**src/sv/amof_pkg.sv**
```systemverilog
package amof_pkg;

  localparam logic OP_START = 1'b0;
  localparam logic OP_DATA  = 1'b1;

  localparam logic KIND_REQ  = 1'b0;
  localparam logic KIND_DONE = 1'b1;

  localparam logic [3:0] MODE_IMP = 4'd0;
  localparam logic [3:0] MODE_IMM = 4'd1;
  localparam logic [3:0] MODE_ZP  = 4'd2;
  localparam logic [3:0] MODE_ZPX = 4'd3;
  localparam logic [3:0] MODE_ZPY = 4'd4;
  localparam logic [3:0] MODE_IZX = 4'd5;
  localparam logic [3:0] MODE_IZY = 4'd6;
  localparam logic [3:0] MODE_ABS = 4'd7;
  localparam logic [3:0] MODE_ABX = 4'd8;
  localparam logic [3:0] MODE_ABY = 4'd9;
  localparam logic [3:0] MODE_IND = 4'd10;
  localparam logic [3:0] MODE_REL = 4'd11;

  localparam logic [2:0] STEP_IDLE = 3'd0;
  localparam logic [2:0] STEP_1    = 3'd1;
  localparam logic [2:0] STEP_2    = 3'd2;
  localparam logic [2:0] STEP_3    = 3'd3;
  localparam logic [2:0] STEP_4    = 3'd4;
  localparam logic [2:0] STEP_5    = 3'd5;

  localparam logic [7:0]  PAGE_END  = 8'hff;
  localparam logic [15:0] PAGE_MASK = 16'hff00;

  typedef struct packed {
    logic [3:0]  mode;
    logic [2:0]  step;
    logic [15:0] pc;
    logic [7:0]  x;
    logic [7:0]  y;
    logic [15:0] pointer;
    logic [7:0]  low_byte;
  } fetch_state_t;

  typedef struct packed {
    logic        op;
    logic [3:0]  mode;
    logic [15:0] pc_in;
    logic [7:0]  x_index;
    logic [7:0]  y_index;
    logic [7:0]  read_data;
  } in_item_t;

  typedef struct packed {
    logic        vld;
    logic        kind;
    logic [15:0] read_address;
    logic [7:0]  operand;
    logic [15:0] next_pc;
  } result_t;

  function automatic logic [2:0] last_step(input logic [3:0] m);
    logic [2:0] s;
    unique case (m)
      MODE_IMM, MODE_REL:           s = STEP_1;
      MODE_ZP, MODE_ZPX, MODE_ZPY:  s = STEP_2;
      MODE_ABS, MODE_ABX, MODE_ABY: s = STEP_3;
      MODE_IZX, MODE_IZY:           s = STEP_4;
      MODE_IND:                     s = STEP_5;
      default:                      s = STEP_IDLE;
    endcase
    return s;
  endfunction

  function automatic logic [1:0] op_length(input logic [3:0] m);
    return (m >= MODE_ABS && m <= MODE_IND) ? 2'd2 : 2'd1;
  endfunction

endpackage

```
**src/sv/addressing_mode_operand_fetch_unit.sv**
```systemverilog
// the result of an accepted item passes the input register and then the result register,
// where it is held until the output takes it
// throughput: one item per cycle while the output is not stalled, requests and returned data alike
// a data item while idle is consumed with no result
// reset (rst_n low, synchronous) empties both registers and clears the fetch state to idle
module addressing_mode_operand_fetch_unit (
  input  logic        clk,
  input  logic        rst_n,
  input  logic        in_tvalid,
  output logic        in_tready,
  input  logic [47:0] in_tdata,   // mode[3:0], pc_in[19:4], x_index[27:20], y_index[35:28],
                                  // read_data[43:36], zero fill
  input  logic        in_tuser,   // op
  output logic        out_tvalid,
  input  logic        out_tready,
  output logic [39:0] out_tdata,  // read_address[15:0], operand[23:16], next_pc[39:24]
  output logic        out_tuser   // kind
);
  import amof_pkg::*;

  logic         in_valid_r;
  in_item_t     in_r;
  fetch_state_t st_r;
  fetch_state_t st_nxt;
  result_t      res;
  logic         out_valid_r;
  result_t      out_r;
  logic         process;

  assign process   = in_valid_r && (!out_valid_r || out_tready);
  assign in_tready = !in_valid_r || process;

  always_ff @(posedge clk) begin
    if (!rst_n) begin
      in_valid_r <= 1'b0;
    end else if (in_tready) begin
      in_valid_r <= in_tvalid;
    end
  end

  always_ff @(posedge clk) begin
    if (in_tready && in_tvalid) begin
      in_r.op        <= in_tuser;
      in_r.mode      <= in_tdata[3:0];
      in_r.pc_in     <= in_tdata[19:4];
      in_r.x_index   <= in_tdata[27:20];
      in_r.y_index   <= in_tdata[35:28];
      in_r.read_data <= in_tdata[43:36];
    end
  end

  amof_step u_step (
    .st     (st_r),
    .item   (in_r),
    .st_nxt (st_nxt),
    .res    (res)
  );

  always_ff @(posedge clk) begin
    if (!rst_n) begin
      st_r <= '0;
    end else if (process) begin
      st_r <= st_nxt;
    end
  end

  always_ff @(posedge clk) begin
    if (!rst_n) begin
      out_valid_r <= 1'b0;
    end else begin
      if (out_tready) begin
        out_valid_r <= 1'b0;
      end
      if (process && res.vld) begin
        out_valid_r <= 1'b1;
      end
    end
  end

  always_ff @(posedge clk) begin
    if (process && res.vld) begin
      out_r <= res;
    end
  end

  assign out_tvalid = out_valid_r;
  assign out_tuser  = out_r.kind;
  assign out_tdata  = {out_r.next_pc, out_r.operand, out_r.read_address};

endmodule

```
**src/sv/amof_step.sv**
```systemverilog
module amof_step (
  input  amof_pkg::fetch_state_t st,
  input  amof_pkg::in_item_t     item,
  output amof_pkg::fetch_state_t st_nxt,
  output amof_pkg::result_t      res
);
  import amof_pkg::*;

  logic [7:0]  d;
  logic [15:0] word;
  logic [15:0] addr;
  logic [2:0]  ls_start;
  logic [2:0]  ls_cur;

  assign d        = item.read_data;
  assign word     = {d, st.low_byte};
  assign ls_start = last_step(item.mode);
  assign ls_cur   = last_step(st.mode);

  always_comb begin
    st_nxt = st;
    res    = '0;
    addr   = '0;
    if (item.op == OP_START) begin
      st_nxt.mode     = item.mode;
      st_nxt.pc       = item.pc_in;
      st_nxt.x        = item.x_index;
      st_nxt.y        = item.y_index;
      st_nxt.pointer  = '0;
      st_nxt.low_byte = '0;
      res.vld = 1'b1;
      if (ls_start == STEP_IDLE) begin
        // implied and unknown modes finish at once
        st_nxt.step = STEP_IDLE;
        res.kind    = KIND_DONE;
        res.next_pc = item.pc_in;
      end else begin
        st_nxt.step      = STEP_1;
        res.kind         = KIND_REQ;
        res.read_address = item.pc_in;
      end
    end else if (st.step != STEP_IDLE) begin
      res.vld = 1'b1;
      if (st.step >= ls_cur) begin
        st_nxt.step = STEP_IDLE;
        res.kind    = KIND_DONE;
        res.operand = d;
        res.next_pc = st.pc + {14'd0, op_length(st.mode)};
      end else begin
        unique case (st.step)
          STEP_1: begin
            unique case (st.mode)
              MODE_ZP:  addr = {8'd0, d};
              MODE_ZPX: addr = {8'd0, d + st.x};
              MODE_ZPY: addr = {8'd0, d + st.y};
              MODE_IZX: begin
                st_nxt.pointer = {8'd0, d + st.x};
                addr = {8'd0, d + st.x};
              end
              MODE_IZY: begin
                st_nxt.pointer = {8'd0, d};
                addr = {8'd0, d};
              end
              default: begin
                st_nxt.low_byte = d;
                addr = st.pc + 16'd1;
              end
            endcase
          end
          STEP_2: begin
            unique case (st.mode)
              MODE_IZX, MODE_IZY: begin
                st_nxt.low_byte = d;
                addr = {8'd0, st.pointer[7:0] + 8'd1};
              end
              MODE_ABX: addr = word + {8'd0, st.x};
              MODE_ABY: addr = word + {8'd0, st.y};
              MODE_IND: begin
                st_nxt.pointer = word;
                addr = word;
              end
              default: addr = word;
            endcase
          end
          STEP_3: begin
            unique case (st.mode)
              MODE_IZY: addr = word + {8'd0, st.y};
              MODE_IND: begin
                st_nxt.low_byte = d;
                // pointer at page end wraps to the start of the same page
                addr = (st.pointer[7:0] == PAGE_END) ? (st.pointer & PAGE_MASK)
                                                     : (st.pointer + 16'd1);
              end
              default: addr = word;
            endcase
          end
          default: addr = word;
        endcase
        st_nxt.step      = st.step + 3'd1;
        res.kind         = KIND_REQ;
        res.read_address = addr;
      end
    end
  end

endmodule
```
**config.mk**
```make
export PLATFORM = sky130hd
export DESIGN_NAME = addressing_mode_operand_fetch_unit
export DESIGN_NICKNAME = d
export VERILOG_FILES = /design/src/sv/amof_pkg.sv /design/src/sv/addressing_mode_operand_fetch_unit.sv /design/src/sv/amof_step.sv
export SDC_FILE = /design/constraint.sdc
export NUM_CORES = 1
export LEC_CHECK = 0
export BUFFER_PORTS_ARGS = -buffer_cell sky130_fd_sc_hd__buf_2
export CAP_MARGIN = 20
export CORE_MARGIN = 4
export CORE_UTILIZATION = 30
export DETAILED_ROUTE_END_ITERATION = 6
export SKIP_LAST_GASP = 1
export SLEW_MARGIN = 15
export SYNTH_ARGS = -nofsm -noshare
export SYNTH_HDL_FRONTEND = slang
export SYNTH_SLANG_ARGS = --single-unit
export TNS_END_PERCENT = 50
```
**constraint.sdc**
```tcl
create_clock -name clk -period 6.4 [get_ports clk]
set_clock_uncertainty 0.05 [all_clocks]
set_input_delay 0.64 -clock clk [delete_from_list [all_inputs] [get_ports clk]]
set_output_delay 0.64 -clock clk [all_outputs]
set_load 0.005 [all_outputs]
```
======== Word level (Yosys, flattened, before mapping) ========
Memories as Yosys holds them, arrays and structs flattened. A register that Yosys moved wholly into a read port is not among the register bits.
Cells that the tools add are included.
word-level totals
  latch bits .............................. 0
  input bits .............................. 53
  memory bits (read-only) ................. 96
  word-level logic and storage cells ...... 109
  output and inout port bits .............. 43
  register bits ........................... 151
  memories kept ........................... 2
  RAM bits ................................ 0
memories
  name             words  bits a word  read ports  clocked after memory_dff  write ports  RTL line        RTL
  (no name shown)  16     3            1           1                         0            amof_pkg.sv:61  unique case (m)
  (no name shown)  16     3            1           1                         0            amof_pkg.sv:61
operators by class
  add/subtract/negate cells ............... 9
  reduce and logical (&&, ||, !) cells .... 20
  div/mod/pow operators ................... 0
  bitwise gates (word level) .............. 1
  mux-type cells .......................... 34
  multiply operators ...................... 0
  magnitude comparators ................... 3
  equality and inequality tests ........... 21
  shifts and indexed selects .............. 0
operator list
  kind                   count
  $pmux 16 s3            3
  $mux 16                6
  $mux 24                4
  $pmux 16 s2            3
  $mux 42                1
  $add 16x1->16 const B  2
  $add 16x8->16          2
  $mux 8                 3
  $pmux 8 s3             1
  $mux 18                1
  $add 16x2->16          1
  $add 8x8->8            2
  $eq 4x3->1 const B     3
  $eq 4x4->1 const B     3
  $mux 4                 3
  $ne 3x3->1 const B     4
  $mux 3                 3
  $add 8x1->8 const B    1
  $eq 4x2->1 const B     2
  $eq 8x8->1 const B     1
  $reduce_and 7->1       1
  $eq 3x2->1 const B     2
  $reduce_and 6->1       1
  $reduce_or 2->1        3
  22 further kinds       32

======== Depth between registers and ports, before layout ========
  depth in word-level cells ............... 9
  gate-level depth with buffers ........... 14
  gate-level depth less buffers ........... 11

======== Cells and area by module ========
From an unflattened synthesis, not the netlist that was laid out.
second synthesis, totals
  cells, all modules ...................... 1163
  area, all modules ....................... 10435.0 µm²
modules (own cells, without submodules)
  module                              area an instance (µm²)  times used  seq. area each (µm²)  cells each
  addressing_mode_operand_fetch_unit  5252.5                  1           3883.7                371
  amof_step                           5182.5                  1           0.0                   792

======== Least setup slack after synthesis ========
No wires, ideal clock.
  path type ............................... reg2reg
  start point ............................. register st_r[59] (netlist name)
  end point ............................... register out_r, in the netlist out_tdata[36] (data pin)
  path buffers ............................ 3
  setup time .............................. 267 ps
  slack ................................... 3626 ps
  stages on the path, launching flop included .. 14
  arrival ................................. 2457 ps
  data required time ...................... 6083 ps
  clock period less this slack ............ 2774 ps
  cells stage by stage .................... dfxtp_1 buf_4 clkbuf_1 clkbuf_1 a21oi_1 nand2_1 o21a_1 ha_1 fa_1 nand3_1 or2_2 nor2_1 xnor2_1 o21ai_0
RTL lines
  item                    RTL line                                  RTL
  start, declared         addressing_mode_operand_fetch_unit.sv:23  fetch_state_t st_r;
  start signal, assigned  addressing_mode_operand_fetch_unit.sv:63  st_r <= st_nxt;
  end signal, assigned    addressing_mode_operand_fetch_unit.sv:82  out_r <= res;
  end, declared           addressing_mode_operand_fetch_unit.sv:27  result_t out_r;

==> impl_results.md <==
* Via density at 5.503
* TritonCTS clock tree: yes
* Reg2reg setup slack at 2.87 ns
* DRT Pass-1 Iters at 5
* # port buffers at 91
* Std cell rows at 65
* Slew Viols, Final at 0
* Clock buffer depth at 2
* Post-layout instance area at 11110 um^2
* Total leakage power at 3.924 nW
* Dpl cell area at 10520 um^2
* Synth Flop Type: edfxtp_1
* Slew headroom at 35.40%
* Synth Area per Inst at 8.982 um^2
* Setup tns final at 0 ns
* Clk slew on worst S/H paths at 0.07 ns
* H-tree levels at 4
* Fraction of layout cells with a size suffix above 1 at 14.10%
* Post-synthesis mux area share at 1.095%
* Top cell family by delay on the critical path: simple AND/OR/NAND/NOR gates
* Core area at 31720 um^2
* Final setup violation count at 0
* Synth Cell Area at 9709 um^2
* Hold Crit Start: in_tdata[8]
* Via count at 8574
* Diode count at 0
* Worst Hold End: in_r[28]
* XOR/XNOR Fraction of Synth Area at 5.593%
* Area growth, synth to finish at 14.45%
* HP Class: input port to register
* Final hold violations at 0
* CP Buf/Inv Count at 1
* Final nets at 1249
* Synth Instances at 1081
* Initial antenna violation count at 0
* Required @ worst endpoint at 6.63 ns
* Cell area power density at 219.9 nW/um^2
* DR WL/cell at 20.48 um
* CP Cell Sequence: inv_1 -> ha_1 -> nand2b_1 -> a31oi_2 -> nand2_1 -> nor3_1 -> o211ai_1 -> o21ai_0 -> a211o_1
* Number of distinct library cells after synthesis at 77
* Unrepaired setup endpoints after global routing: false
* Post-CTS resize count at 0
* Largest family of logic cells by synthesized area: compound AO/OA/AOI/OAI gates
* Pwr Total at 2.443 mW
* Drt first-iter violations at 747
* Die Footprint at 35310 um^2
* First-pass GRT wire length at 48410 um
* Peak VDD IR at 212.3 uV
* Worst Tran Pin Value at 0.9689 ns
* Critical Path Start Type: register
* Largest area contributor in the netlist: edfxtp_1
* Syn. warnings at 0
* Critical path arrival at 3.77 ns
* DIE HEIGHT at 187.9 um
* Yosys top cell area share at 26.60%
* Fin crit share at 55.19%
* Initial Util at 30.61%
* GP Congestion at 1.021
* CTS buffer count at 17
* Largest net degree at the start of global routing at 47
* Io pins at 96
* Fin crit period at 3.532 ns
* DRC violations left at 0
* Start point of the critical path: st_r[56]
* Outcome: completed
* CP Max Fanout at 9
* Setup CP Type: register to register
* RR Startpoint: st_r[56]
* Reg2reg end: out_tdata[6]
* Hold Buf Count CTS at 0
* Detailed Route WL at 31910 um
* Synth Register Bits at 157
* CTS Sinks at 157
* Detailed-placement wirelength estimate at 23380 um
* Synth top area cells: edfxtp_1 27%, dfxtp_1 15%, ha_1 6.2%
* Clock Root Buffer: clkbuf_16
* Async SR Flop Fraction at 0%
* Max_cap viols at 0
* Die width at 187.9 um
* Simple-gate area share of the yosys netlist at 19.63%
* Worst setup EP type: register
* Compound-Gate Fraction of Synth Area at 21.28%
* Post-CTS Setup Bufs at 0
* Syn Nets at 1187
* Total GRT Usage at 17.71%
* Gr ovfl total at 0
* Clk Latency, worst-skew pair at 0.45 ns
* Post-synth EDFFs at 86
* Post-synthesis sequential area ratio at 41.24%
* Number of global-route vias before repair at 8270
* Crit path largest cell delay at 0.86 ns
* Fmax at 283.1 MHz
* Slowest cell on crit path: nor3_1
* Hold Crit Depth at 1
* Routed Antenna Nets at 0
* Post-Synth Adder-Cell Area at 7.216%
* Reg2reg path depth at 9
## placed cells by master, fill, tap and decap left out, types with 6 or more instances in the layout
cell	instances
o21ai_0	87
nor4_1	8
nor2b_1	14
or2_2	6
nand2_1	156
buf_2	91
a21boi_0	35
nor3_1	16
xnor2_1	36
o211ai_1	10
a211oi_1	14
and2_1	11
buf_4	13
o22ai_1	12
nand2b_1	12
nand3_1	58
a22oi_1	13
inv_1	33
and3_1	10
a31oi_1	13
edfxtp_1	86
a32oi_1	6
clkbuf_16	17
nand4_1	13
a21o_1	12
a21oi_1	39
ha_1	48
dfxtp_1	71
xor2_1	26
nor2_1	63
## layout make-up
cell class                 count  area, um^2
timing repair buffer         104       553.0
fill                        3271       20610
sequential                   157        4004
tap                          402       503.0
clock buffer                  17       425.4
clock inverter                15       162.7
multi-input combinational    828        5333
inverter                      35       131.4
## sequential cells by signal, summed over array words and instances (netlist names)
signal           cells
in_r                45
in_valid_r           1
out_tdata           40
out_tuser            1
out_tvalid           1
st_r                63
u_step.ls_cur        3
u_step.ls_start      3
## cell usage after synthesis, drive strengths merged, types with 14 or more instances
library cell    n
edfxtp         86
nor2           66
nor3           17
a211oi         14
o21ai          88
inv            35
dfxtp          71
a22oi          14
xor2           26
a21oi          39
nand4          14
a31oi          14
a21boi         38
nand3          58
clkbuf         45
nor2b          14
nand2         156
ha             48
buf            16
xnor2          36
## kinds of logic (layout without fill, tap and decap cells)
family | Yosys count | after routing
compound gates | 308 | 308
fa+ha+maj | 53 | 53
mux | 10 | 10
flops | 157 | 157
xor+xnor | 62 | 62
buf+inv | 96 | 171
simple gates | 395 | 395
## worst max-delay path by stage
stage	end	slack [ns]	cells after the start
global placement	out_tdata[6]	3.04	8
floorplan	out_tdata[36]	3.63	13
global route	out_tdata[6]	2.63	9
CTS	out_tdata[6]	2.93	8
detailed placement	out_tdata[6]	2.96	8
finish	out_tdata[6]	2.87	9
## metal layers
layer,up-vias,wire [um],global-route usage [%]
met5,-,0,0
met4,0,1228,7.595
met3,82,2067,3.127
met2,367,14380,27.73
met1,4031,14230,24.14
li1,4094,-,-
## power breakdown
| group | switching (mW) | internal (mW) |
|---|---|---|
| registers | 0.0463 | 1.11 |
| logic | 0.163 | 0.0992 |
| clock network | 0.446 | 0.579 |
## stage by stage
step | hold WS, ns | std cells | setup slack [ns] | util (%)
global route | 0.2980 | 1558 | 2.631 | 35.03
floorplan | 0.3939 | 1081 | 3.626 | -
global placement | 0.4083 | 1526 | 3.042 | 33.18
finish | 0.3132 | 1558 | 2.868 | 35.03
detailed placement | 0.4219 | 1526 | 2.963 | 33.18
CTS | 0.2953 | 1558 | 2.929 | 35.03
Note: power is estimated with default switching activity, not from simulation.
